===== src/rtl/core/sbm_pkg.sv =====
// Package for the select-below-mean unit: payload structs, sequencer states,
// result kind codes and default sizes. No dependencies.
package sbm_pkg;

  // Default sizes handed to the top level.
  localparam int MAX_ITEMS_DEF  = 16;
  localparam int VALUE_BITS_DEF = 16;

  // Fixed field widths of the channels.
  localparam int VALUE_W     = 16;
  localparam int COUNT_W     = 5;
  localparam int MEAN_W      = 24;
  localparam int FRAC_BITS   = 8;

  localparam logic KIND_VALUE   = 1'b0;
  localparam logic KIND_SUMMARY = 1'b1;

  typedef struct packed {
    logic [VALUE_W-1:0] value;
    logic               last_item;
  } sbm_in_t;

  typedef struct packed {
    logic               kind;
    logic [VALUE_W-1:0] below_value;
    logic [COUNT_W-1:0] below_count;
    logic [MEAN_W-1:0]  mean_fixed;
    logic               overflow;
    logic               last_result;
  } sbm_out_t;

  typedef enum logic [2:0] {
    ST_IDLE,
    ST_START,
    ST_DIV,
    ST_READ,
    ST_TEST,
    ST_SUMMARY
  } sbm_state_t;

endpackage


===== src/rtl/core/sbm_ram.sv =====
// Generic single-write, single-read RAM with registered read data.
// Standalone; no package dependency.
module sbm_ram #(
  parameter int WIDTH = 16,
  parameter int DEPTH = 16
) (
  input  logic                     clk,
  input  logic                     we,
  input  logic [$clog2(DEPTH)-1:0] waddr,
  input  logic [WIDTH-1:0]         wdata,
  input  logic                     re,
  input  logic [$clog2(DEPTH)-1:0] raddr,
  output logic [WIDTH-1:0]         rdata
);

  logic [WIDTH-1:0] mem [DEPTH];
  logic [WIDTH-1:0] rdata_r;

  always_ff @(posedge clk) begin
    if (we) begin
      mem[waddr] <= wdata;
    end
    if (re) begin
      rdata_r <= mem[raddr];
    end
  end

  assign rdata = rdata_r;

endmodule


===== src/rtl/core/sbm_div.sv =====
// Restoring divider, one quotient bit per cycle, for the set mean.
// Standalone; no package dependency.
module sbm_div #(
  parameter int DVD_W = 29,
  parameter int DVS_W = 5
) (
  input  logic             clk,
  input  logic             rst_n,
  input  logic             start,
  input  logic [DVD_W-1:0] dividend,
  input  logic [DVS_W-1:0] divisor,
  output logic             done,
  output logic [DVD_W-1:0] quotient
);

  localparam int StepW = (DVD_W > 1) ? $clog2(DVD_W) : 1;

  logic             busy_r, busy_nxt;
  logic             done_r, done_nxt;
  logic [StepW-1:0] step_r, step_nxt;
  logic [DVD_W-1:0] dvd_r, dvd_nxt;
  logic [DVS_W-1:0] rem_r, rem_nxt;
  logic [DVS_W-1:0] dvs_r, dvs_nxt;
  logic [DVS_W:0]   trial;
  logic             fits;

  // Shift in the next dividend bit; the remainder stays below the divisor.
  assign trial = {rem_r, dvd_r[DVD_W-1]};
  assign fits  = trial >= {1'b0, dvs_r};

  always_comb begin
    busy_nxt = busy_r;
    done_nxt = 1'b0;
    step_nxt = step_r;
    dvd_nxt  = dvd_r;
    rem_nxt  = rem_r;
    dvs_nxt  = dvs_r;
    if (start) begin
      busy_nxt = 1'b1;
      step_nxt = '0;
      dvd_nxt  = dividend;
      rem_nxt  = '0;
      dvs_nxt  = divisor;
    end else if (busy_r) begin
      rem_nxt  = fits ? DVS_W'(trial - {1'b0, dvs_r}) : trial[DVS_W-1:0];
      dvd_nxt  = {dvd_r[DVD_W-2:0], fits};
      step_nxt = step_r + 1'b1;
      if (step_r == StepW'(DVD_W - 1)) begin
        busy_nxt = 1'b0;
        done_nxt = 1'b1;
      end
    end
  end

  always_ff @(posedge clk) begin
    if (!rst_n) begin
      busy_r <= 1'b0;
      done_r <= 1'b0;
      step_r <= '0;
    end else begin
      busy_r <= busy_nxt;
      done_r <= done_nxt;
      step_r <= step_nxt;
    end
  end

  always_ff @(posedge clk) begin
    dvd_r <= dvd_nxt;
    rem_r <= rem_nxt;
    dvs_r <= dvs_nxt;
  end

  assign done     = done_r;
  assign quotient = dvd_r;

endmodule


===== src/rtl/core/select_below_mean_unit.sv =====
// Select-below-mean unit: top level with sequencer, set buffer and output register.
// Depends on sbm_pkg, sbm_ram and sbm_div.
//
// Values are loaded one per cycle into a buffer of MAX_ITEMS entries while a
// running sum and count are kept; values past capacity are dropped and
// flagged. The request carrying last_item closes the set: in_ready then drops
// while the mean is computed and the buffer is walked. The mean comes from a
// restoring divider that makes one quotient bit per cycle. The buffer walk
// reads each stored value from the RAM, then multiplies it by the count and
// compares the product against the sum; the walk and the summary stall while
// a pending result is not taken because out_ready is low. Below-mean values
// come out in arrival order, followed by one summary request.
module select_below_mean_unit #(
  parameter int MAX_ITEMS  = sbm_pkg::MAX_ITEMS_DEF,
  parameter int VALUE_BITS = sbm_pkg::VALUE_BITS_DEF
) (
  input  logic             clk,
  input  logic             rst_n,
  input  logic             in_valid,
  output logic             in_ready,
  input  sbm_pkg::sbm_in_t in_data,
  output logic             out_valid,
  input  logic             out_ready,
  output sbm_pkg::sbm_out_t out_data
);

  localparam int ValW  = (VALUE_BITS < sbm_pkg::VALUE_W) ? VALUE_BITS : sbm_pkg::VALUE_W;
  localparam int CntW  = $clog2(MAX_ITEMS + 1);
  localparam int AddrW = $clog2(MAX_ITEMS);
  localparam int SumW  = ValW + CntW;
  localparam int DivW  = SumW + sbm_pkg::FRAC_BITS;

  sbm_pkg::sbm_state_t state_r, state_nxt;
  logic [SumW-1:0]     sum_r, sum_nxt;
  logic [CntW-1:0]     count_r, count_nxt;
  logic                drop_r, drop_nxt;
  logic [CntW-1:0]     idx_r, idx_nxt;
  logic [CntW-1:0]     found_r, found_nxt;
  logic                out_valid_r, out_valid_nxt;
  sbm_pkg::sbm_out_t   out_data_r, out_data_nxt;

  logic            accept;
  logic            has_room;
  logic            out_free;
  logic            ram_we;
  logic            ram_re;
  logic [ValW-1:0] rd_data;
  logic [SumW-1:0] prod;
  logic            below;
  logic            div_start;
  logic            div_done;
  logic [DivW-1:0] quot;
  logic [CntW-1:0] idx_inc;

  assign in_ready = (state_r == sbm_pkg::ST_IDLE);
  assign accept   = in_valid && in_ready;
  assign has_room = count_r < CntW'(MAX_ITEMS);
  assign out_free = !out_valid_r || out_ready;
  assign ram_we   = accept && has_room;
  assign ram_re   = (state_r == sbm_pkg::ST_READ);
  assign div_start = (state_r == sbm_pkg::ST_START);
  assign idx_inc  = idx_r + 1'b1;

  // Exact test against the mean: v * count < sum.
  assign prod  = SumW'(rd_data) * SumW'(count_r);
  assign below = prod < sum_r;

  sbm_ram #(
    .WIDTH (ValW),
    .DEPTH (MAX_ITEMS)
  ) u_buf (
    .clk   (clk),
    .we    (ram_we),
    .waddr (count_r[AddrW-1:0]),
    .wdata (in_data.value[ValW-1:0]),
    .re    (ram_re),
    .raddr (idx_r[AddrW-1:0]),
    .rdata (rd_data)
  );

  sbm_div #(
    .DVD_W (DivW),
    .DVS_W (CntW)
  ) u_div (
    .clk      (clk),
    .rst_n    (rst_n),
    .start    (div_start),
    .dividend ({sum_r, {sbm_pkg::FRAC_BITS{1'b0}}}),
    .divisor  (count_r),
    .done     (div_done),
    .quotient (quot)
  );

  always_comb begin
    state_nxt     = state_r;
    sum_nxt       = sum_r;
    count_nxt     = count_r;
    drop_nxt      = drop_r;
    idx_nxt       = idx_r;
    found_nxt     = found_r;
    out_valid_nxt = out_valid_r && !out_ready;
    out_data_nxt  = out_data_r;
    unique case (state_r)
      sbm_pkg::ST_IDLE: begin
        if (accept) begin
          if (has_room) begin
            sum_nxt   = sum_r + SumW'(in_data.value[ValW-1:0]);
            count_nxt = count_r + 1'b1;
          end else begin
            drop_nxt = 1'b1;
          end
          if (in_data.last_item) begin
            state_nxt = sbm_pkg::ST_START;
          end
        end
      end
      sbm_pkg::ST_START: begin
        idx_nxt   = '0;
        found_nxt = '0;
        state_nxt = sbm_pkg::ST_DIV;
      end
      sbm_pkg::ST_DIV: begin
        // count is at least one here: a closing request is stored or the buffer is full
        if (div_done) begin
          state_nxt = sbm_pkg::ST_READ;
        end
      end
      sbm_pkg::ST_READ: begin
        state_nxt = sbm_pkg::ST_TEST;
      end
      sbm_pkg::ST_TEST: begin
        // read data holds while stalled, since no new read is issued
        if (!below || out_free) begin
          idx_nxt   = idx_inc;
          state_nxt = (idx_inc == count_r) ? sbm_pkg::ST_SUMMARY : sbm_pkg::ST_READ;
          if (below) begin
            found_nxt                = found_r + 1'b1;
            out_valid_nxt            = 1'b1;
            out_data_nxt.kind        = sbm_pkg::KIND_VALUE;
            out_data_nxt.below_value = sbm_pkg::VALUE_W'(rd_data);
            out_data_nxt.below_count = sbm_pkg::COUNT_W'(found_r + 1'b1);
            out_data_nxt.mean_fixed  = sbm_pkg::MEAN_W'(quot);
            out_data_nxt.overflow    = drop_r;
            out_data_nxt.last_result = 1'b0;
          end
        end
      end
      sbm_pkg::ST_SUMMARY: begin
        if (out_free) begin
          out_valid_nxt            = 1'b1;
          out_data_nxt.kind        = sbm_pkg::KIND_SUMMARY;
          out_data_nxt.below_value = '0;
          out_data_nxt.below_count = sbm_pkg::COUNT_W'(found_r);
          out_data_nxt.mean_fixed  = sbm_pkg::MEAN_W'(quot);
          out_data_nxt.overflow    = drop_r;
          out_data_nxt.last_result = 1'b1;
          sum_nxt                  = '0;
          count_nxt                = '0;
          drop_nxt                 = 1'b0;
          state_nxt                = sbm_pkg::ST_IDLE;
        end
      end
      default: begin
        state_nxt = sbm_pkg::ST_IDLE;
      end
    endcase
  end

  always_ff @(posedge clk) begin
    if (!rst_n) begin
      state_r     <= sbm_pkg::ST_IDLE;
      sum_r       <= '0;
      count_r     <= '0;
      drop_r      <= 1'b0;
      idx_r       <= '0;
      found_r     <= '0;
      out_valid_r <= 1'b0;
    end else begin
      state_r     <= state_nxt;
      sum_r       <= sum_nxt;
      count_r     <= count_nxt;
      drop_r      <= drop_nxt;
      idx_r       <= idx_nxt;
      found_r     <= found_nxt;
      out_valid_r <= out_valid_nxt;
    end
  end

  always_ff @(posedge clk) begin
    out_data_r <= out_data_nxt;
  end

  assign out_valid = out_valid_r;
  assign out_data  = out_data_r;

  assert property (@(posedge clk) disable iff (!rst_n)
    count_r <= CntW'(MAX_ITEMS))
    else $error("buffer fill count exceeds capacity");

  assert property (@(posedge clk) disable iff (!rst_n)
    (state_r == sbm_pkg::ST_READ || state_r == sbm_pkg::ST_TEST) |->
      (found_r <= idx_r && idx_r < count_r))
    else $error("scan index or found count out of range");

  assert property (@(posedge clk) disable iff (!rst_n)
    div_done |-> state_r == sbm_pkg::ST_DIV)
    else $error("divider finished outside the mean phase");

  assert property (@(posedge clk) disable iff (!rst_n)
    (state_r == sbm_pkg::ST_SUMMARY && out_free) |=>
      (state_r == sbm_pkg::ST_IDLE && out_valid_r && out_data_r.last_result
       && count_r == '0 && !drop_r))
    else $error("summary did not close the set");

endmodule

===== config.mk =====
export PLATFORM = sky130hd
export DESIGN_NAME = select_below_mean_unit
export DESIGN_NICKNAME = d
export VERILOG_FILES = /design/src/rtl/core/sbm_pkg.sv /design/src/rtl/core/sbm_ram.sv /design/src/rtl/core/sbm_div.sv /design/src/rtl/core/select_below_mean_unit.sv
export SDC_FILE = /design/constraint.sdc
export NUM_CORES = 1
export LEC_CHECK = 0
export ABC_AREA = 1
export BUFFER_PORTS_ARGS = -buffer_cell sky130_fd_sc_hd__buf_2
export CELL_PAD_IN_SITES_DETAIL_PLACEMENT = 1
export CELL_PAD_IN_SITES_GLOBAL_PLACEMENT = 2
export CORE_ASPECT_RATIO = 2
export CORE_MARGIN = 1
export CORE_UTILIZATION = 40
export CTS_CLUSTER_SIZE = 28
export DETAILED_ROUTE_END_ITERATION = 10
export HOLD_SLACK_MARGIN = 0.12
export PLACE_DENSITY_LB_ADDON = 0.1
export SLEW_MARGIN = 10
export SYNTH_ARGS = -nofsm -noshare
export SYNTH_HDL_FRONTEND = slang
export SYNTH_HIERARCHICAL = 1
export SYNTH_SLANG_ARGS = --single-unit

===== constraint.sdc =====
create_clock -name clk -period 9.3 [get_ports clk]
set_clock_uncertainty 0.15 [all_clocks]
set_input_delay 0.465 -clock clk [delete_from_list [all_inputs] [get_ports clk]]
set_output_delay 0.465 -clock clk [all_outputs]
set_load 0.02 [all_outputs]

==> impl_metrics.py, run 1 <==
metrics = {
    "status": {
        "outcome": "finished, final reports clean",
    },
    "hold_path": {
        "hold_start": "in_data[6]",
        "holdPathStages": 1,
        "hold_path.class": "input pin to register",
        "hold_end": "u_buf/mem[4][5]",
    },
    "layout": {
        "mostFrequentLayoutCells": "nand2_1, inv_1, edfxtp_1, nand3_1, a21oi_1",
        "finalInstanceArea_um2": 23700,
        "fin_util": 0.450,
        "layout_commonest_cell": "nand2_1",
        "layout-drive-gt1-share": 0.0858,
        "nets": 2533,
        "antenna_cells": 0,
        "nFillCells": 6050,
        "area_growth_pct": 11.1,
        "fin_cells": 3088,
    },
    "clocking": {
        "tritoncts": "yes",
        "path_clk_slew_ps": 60,
        "h-tree-depth": 2,
        "clock_sinks": 406,
        "max-clock-path-buffers": 3,
        "clk_latency_ps": 570,
        "cts-root-buf": "clkbuf_16",
        "cts_buffers": 39,
        "post_cts_resized": 0,
    },
    "synth": {
        "async_reset_ff_frac": 0,
        "ys_ff_latch": 406,
        "yosysWarnings": 6,
        "avgSynthCellArea_um2": 9.17,
        "synthTopCellsByArea": "edfxtp_1, nand2_1, inv_1, nand3_1, dfxtp_1",
        "yosys.area.top_type_share": 0.498,
        "ys.flop_type": "edfxtp_1",
        "syn-cell-area_um2": 21300,
        "synth_cells": 2323,
        "synth-seq-area-share": 0.547,
        "synth_edf_count": 353,
        "synth_cell_types": 47,
        "synth_top_cell_by_area": "edfxtp_1",
    },
    "sta": {
        "worst_pin_slew_ps": 1210,
        "finalSetupViolCount": 0,
        "rsz0062_at_grt": "false",
        "relSlewSlack": 0.191,
        "slew_viol_final": 0,
        "min_period_ps": 6970,
        "hold_viol": 0,
        "fin_setup_tns_ps": 0,
        "timing.final.crit_share": 0.750,
        "max_freq_ghz": 0.143,
    },
    "grt": {
        "grt-ovfl-total": 0,
        "grt_max_degree": 82,
        "antenna_found_initial": 0,
        "grt_pass1_vias": 17100,
        "grtUsageTotal": 0.248,
        "grt_pass1_wl_um": 99100,
    },
    "placed_design": {
        "dp.cells": 3015,
        "gpl.final_weighted_congestion": 0.881,
        "portBuffers": 70,
        "placed_area_um2": 22300,
        "dp_hpwl_um": 45900,
    },
    "drt": {
        "wl_per_cell_um": 21.1,
        "dr.pass1.iters": 5,
        "avgViaCountPerCell": 5.10,
        "drt_iter0_markers": 653,
        "route.detailed.drc": 0,
        "route.vias.total": 15800,
        "ant_nets": 0,
        "wirelength_um": 65200,
    },
    "worst_setup_path": {
        "crit_arrival_ps": 7070,
        "critPathMaxFanout": 23,
        "r2r_end": "out_data[45]",
        "crit_type": "register to register",
        "crit_path_start_kind": "register",
        "rrSetupSlack_ps": 2330,
        "worstRegToRegCells": 24,
        "timing.rr.start": "count_r[3]",
        "worstSetupEndpointType": "register",
        "worstPathRequired_ps": 9400,
    },
    "die": {
        "start_util": 0.405,
        "coreArea_um2": 52600,
        "die_width_um": 165,
        "rows": 119,
        "dieArea_um2": 54200,
        "ios": 71,
        "die_h_um": 328,
    },
    "power": {
        "ir_drop_mv": 0.173,
        "power.density_nw_per_um2": 253,
        "leakagePower_uw": 0.0107,
    },
    "job": {
        "cap_violations": 0,
    },
}
repair_timing:
action	in CTS	in global routing
setup buffers	0	0
hold buffers	1	0
hold endpoints to repair	4	0
area by class of cell:
type / count / area [µm²] / area share
Sequential cell: 406 / 11700 / 0.493
Multi-Input combinational cell: 1417 / 7670 / 0.324
Inverter: 430 / 1620 / 0.0685
Clock buffer: 48 / 1070 / 0.0453
Tap cell: 665 / 832 / 0.0351
Timing Repair Buffer: 99 / 591 / 0.0249
Clock inverter: 23 / 228 / 0.00962
worst max-delay path, cell delays in order (launching register included):
cell and delay [ps]:
dfxtp_1 910, nand2_1 100, inv_1 110, fa_1 440, fa_1 500, inv_1 50
fa_1 470, inv_1 40, ha_1 340, a21oi_1 300, o21ai_1 150, o21ai_0 180
nand2_1 120, a21oi_1 180, xnor2_1 160, ha_1 280, nand2_1 90, inv_1 40
nand2_1 60, nand2_1 70, a21oi_1 480, nand3_1 290, a21oi_4 600, buf_16 240
buf_4 260
sequential cells by signal, summed over array words and instances (netlist names):
register        count
u_div/quotient     29
count_r             5
state_r             3
u_div/busy_r        1
idx_r               5
u_buf/rdata        16
u_div/done          1
out_data           47
u_div/dvs_r         5
drop_r              1
u_div/rem_r         5
sum_r              21
out_valid           1
u_buf/mem         256
found_r             5
u_div/step_r        5
through the flow:
| stage | power, µW | hold WS, ps | setup slack [ps] |
|---|---|---|---|
| final | 6000 | 157 | 2330 |
| after global routing | 6360 | 150 | 1880 |
| after CTS | 6070 | 134 | 1870 |
| after detailed placement | 4410 | 286 | 1910 |
| after global placement | 4350 | 277 | 2110 |
| after floorplan | 3780 | 253 | 1910 |
cells by family after synthesis:
group	synth area share
fa+ha+maj	0.0854
flops	0.547
simple gates	0.221
compound gates	0.0374
other cells	0.000176
buf+inv	0.0977
xor+xnor	0.0111
where the power goes:
| group | internal [µW] | switching, µW | leakage [µW] |
|---|---|---|---|
| combinational | 548 | 1320 | 0.00647 |
| sequential | 2310 | 171 | 0.00364 |
| clock | 937 | 714 | 0.000640 |
| total | 3790 | 2200 | 0.0107 |
cell usage after synthesis (all sizes together) (6+ instances only):
cell type    n
or2          8
dfxtp       53
ha          75
edfxtp     353
nor3         6
buf         58
nand3b       8
fa          44
nand3      256
a21oi       90
xnor2       12
nand4       11
o21ai       38
nor2        93
nand2      730
clkbuf      19
xor2        15
inv        430
metal layers:
layer,track usage,part of all wire,wire length [µm]
met1,0.246,0.36,23200
met2,0.497,0.57,37300
met3,0.0233,0.023,1510
met4,0.117,0.048,3140
met5,0,0,0
how the worst max path moves through the flow:
stage	depth (start not counted)	from	endpoint	slack, ps
finish	24	count_r[3]	out_data[45]	2330
global route	25	count_r[3]	out_data[44]	1880
CTS	21	count_r[3]	out_data[44]	1870
detailed placement	21	count_r[3]	out_data[40]	1910
global placement	24	count_r[3]	out_data[45]	2110
floorplan	20	count_r[2]	out_data[10]	1910
Power figures use the tool's default switching activity.
==> run 2: changes to the inputs <==
==> constraint.sdc (replaced) <==
create_clock -name clk -period 6.9 [get_ports clk]
set_clock_uncertainty 0.15 [all_clocks]
set_input_delay 0.345 -clock clk [delete_from_list [all_inputs] [get_ports clk]]
set_output_delay 0.345 -clock clk [all_outputs]
set_load 0.02 [all_outputs]
==> run 2 against run 1 <==
Sequential power increased by 35%; critical path depth fell by 2; count of clock-buffer cells in the layout rose by 3; maximum frequency is 11% higher; hold slack improved by 21 ps; sequential share of layout area fell by 0.32 points; setup slack worse by 1700 ps; die area is the same; core utilization up 0.30 points; critical endpoint is now out_data[43]; largest cell class unchanged.
==> impl_metrics.py, run 2 (synthesis gave the netlist of run 1 again) <==
metrics = {
    "layout": {
        "nets": 2555,
        "largest_reg_flops": 256,
        "fin_cells": 3112,
        "layout_commonest_cell": "nand2_1",
        "area_growth_pct": 11.9,
        "antenna_cells": 0,
        "regMostFlops": "u_buf/mem",
        "layout-drive-gt1-share": 0.0854,
        "seqCellArea_um2": 11700,
        "mostFrequentLayoutCells": "nand2_1, inv_1, edfxtp_1, nand3_1, a21oi_1",
        "finalInstanceArea_um2": 23800,
        "nFillCells": 6092,
        "multi_input_area_um2": 7650,
    },
    "die": {
        "ios": 71,
        "die_width_um": 165,
        "coreArea_um2": 52600,
        "dieArea_um2": 54200,
        "rows": 119,
        "die_h_um": 328,
        "start_util": 0.405,
    },
    "grt": {
        "grtUsageMet2": 0.477,
        "antenna_found_initial": 0,
        "grt_pass1_wl_um": 97800,
        "grt_max_degree": 77,
        "busiest_layer": "met2",
        "grtUsageMet3": 0.0222,
        "use_met1": 0.248,
        "grtUsageTotal": 0.245,
        "grt_pass1_vias": 17300,
        "grt-ovfl-total": 0,
    },
    "worst_setup_path": {
        "max_stage_delay_ps": 740,
        "worstSetupEndpointType": "register",
        "crit_type": "register to register",
        "cp.depth": 22,
        "worstRegToRegCells": 22,
        "critical_path.top_delay_family": "adder cells",
        "critical_path.slowest_cell": "dfxtp_1",
        "crit_path_start_kind": "register",
        "worstPathRequired_ps": 6970,
        "critPathMaxFanout": 41,
        "cp_cell_sequence": "nand2_1 -> inv_1 -> fa_1 -> fa_1 -> inv_1 -> fa_1 -> inv_1 -> ha_1 -> nand2_1 -> nor4_1 -> nand3_1 -> nand3_1 -> xor2_1 -> ha_1 -> nand2_1 -> nor2_1 -> nand2_1 -> inv_1 -> nand2_1 -> nand3_1 -> a21oi_4 -> buf_12",
        "crit_arrival_ps": 6350,
        "path_buf_inv": 5,
        "cpMostUsedCell": "nand2_1",
    },
    "status": {
        "outcome": "finished, final reports clean",
    },
    "sta": {
        "fin_setup_tns_ps": 0,
        "fin_ws_ps": 618,
        "relSlewSlack": 0.249,
        "rsz0062_at_grt": "false",
        "timing.final.crit_share": 0.910,
        "hold_viol": 0,
        "max_freq_ghz": 0.159,
        "finalSetupViolCount": 0,
        "worst_pin_slew_ps": 1120,
        "slew_viol_final": 0,
        "min_period_ps": 6280,
    },
    "job": {
        "cap_violations": 0,
    },
    "clocking": {
        "h-tree-depth": 2,
        "clk_latency_ps": 580,
        "tritoncts": "yes",
        "cts-root-buf": "clkbuf_16",
        "cts_buffers": 40,
        "max-clock-path-buffers": 3,
        "post_cts_resized": 0,
        "clock_sinks": 406,
        "path_clk_slew_ps": 70,
    },
    "placed_design": {
        "portBuffers": 70,
        "gpl.final_weighted_congestion": 0.861,
        "dp.cells": 3020,
        "placed_area_um2": 22400,
        "dp_hpwl_um": 45100,
        "post-place-ws_ps": 472,
    },
    "drt": {
        "wirelength_um": 63900,
        "ant_nets": 0,
        "route.detailed.drc": 0,
        "avgViaCountPerCell": 5.07,
        "route.vias.total": 15800,
        "dr.pass1.iters": 5,
        "wl_per_cell_um": 20.5,
        "drt_iter0_markers": 658,
    },
    "power": {
        "leakagePower_uw": 0.0108,
        "power.density_nw_per_um2": 338,
        "power_uw": 8040,
        "ir_drop_mv": 0.371,
    },
    "hold_path": {
        "hold_path.class": "input pin to register",
        "holdPathStages": 5,
    },
}
==> run 2: cell types whose count changed in the layout (fill, tap and decap cells not counted), moves of 3 or more <==
cell	delta
buf_4	+4
clkbuf_1	+3
clkinv_1	+4
dlygate4sd3_1	+17
nor2_2	+4
nor2_4	-4
==> run 2: repair_timing <==
action / CTS / global route
hold buffers: 18 / 0
hold endpoints to repair: 267 / 0
setup buffers: 0 / 0
==> run 2: tightest hold or removal path: cells and delay by family <==
kind / cells / cell delay [ps]
compound gates: 3 / 330
buf+inv: 1 / 100
simple gates: 1 / 80
==> run 2: worst paths after layout <==
kind	from	end	slack, ps
max	count_r[2]	out_data[43]	620
min reg2reg	u_div/quotient[5]	out_data[7]	300
min	in_valid	drop_r	180
max reg2reg	count_r[2]	out_data[43]	620
==> run 2: final cells by class <==
cell class	instances	share of cell area
Sequential cell	406	0.489
Multi-Input combinational cell	1417	0.321
Inverter	430	0.0680
Timing Repair Buffer	120	0.0329
Clock buffer	51	0.0455
Clock inverter	23	0.00835
Tap cell	665	0.0349
==> run 2: where the power goes <==
group / leakage [µW] / internal, µW / switching, µW
Sequential: 0.00364 / 3110 / 251
Combinational: 0.00655 / 740 / 1740
Clock: 0.000624 / 1230 / 973
Total: 0.0108 / 5080 / 2960
==> run 2: metal layers <==
layer  part of all wire  routed length [µm]
met4              0.057                3650
met2               0.56               35800
met1               0.36               22900
met3              0.025                1570
met5                  0                   0
==> run 2: per-stage QoR <==
stage | util | hold slack (ps)
final | 0.453 | 178
after global routing | 0.453 | 239
after detailed placement | 0.426 | 288
after global placement | 0.426 | 286
after CTS | 0.453 | 153
after floorplan | - | 253
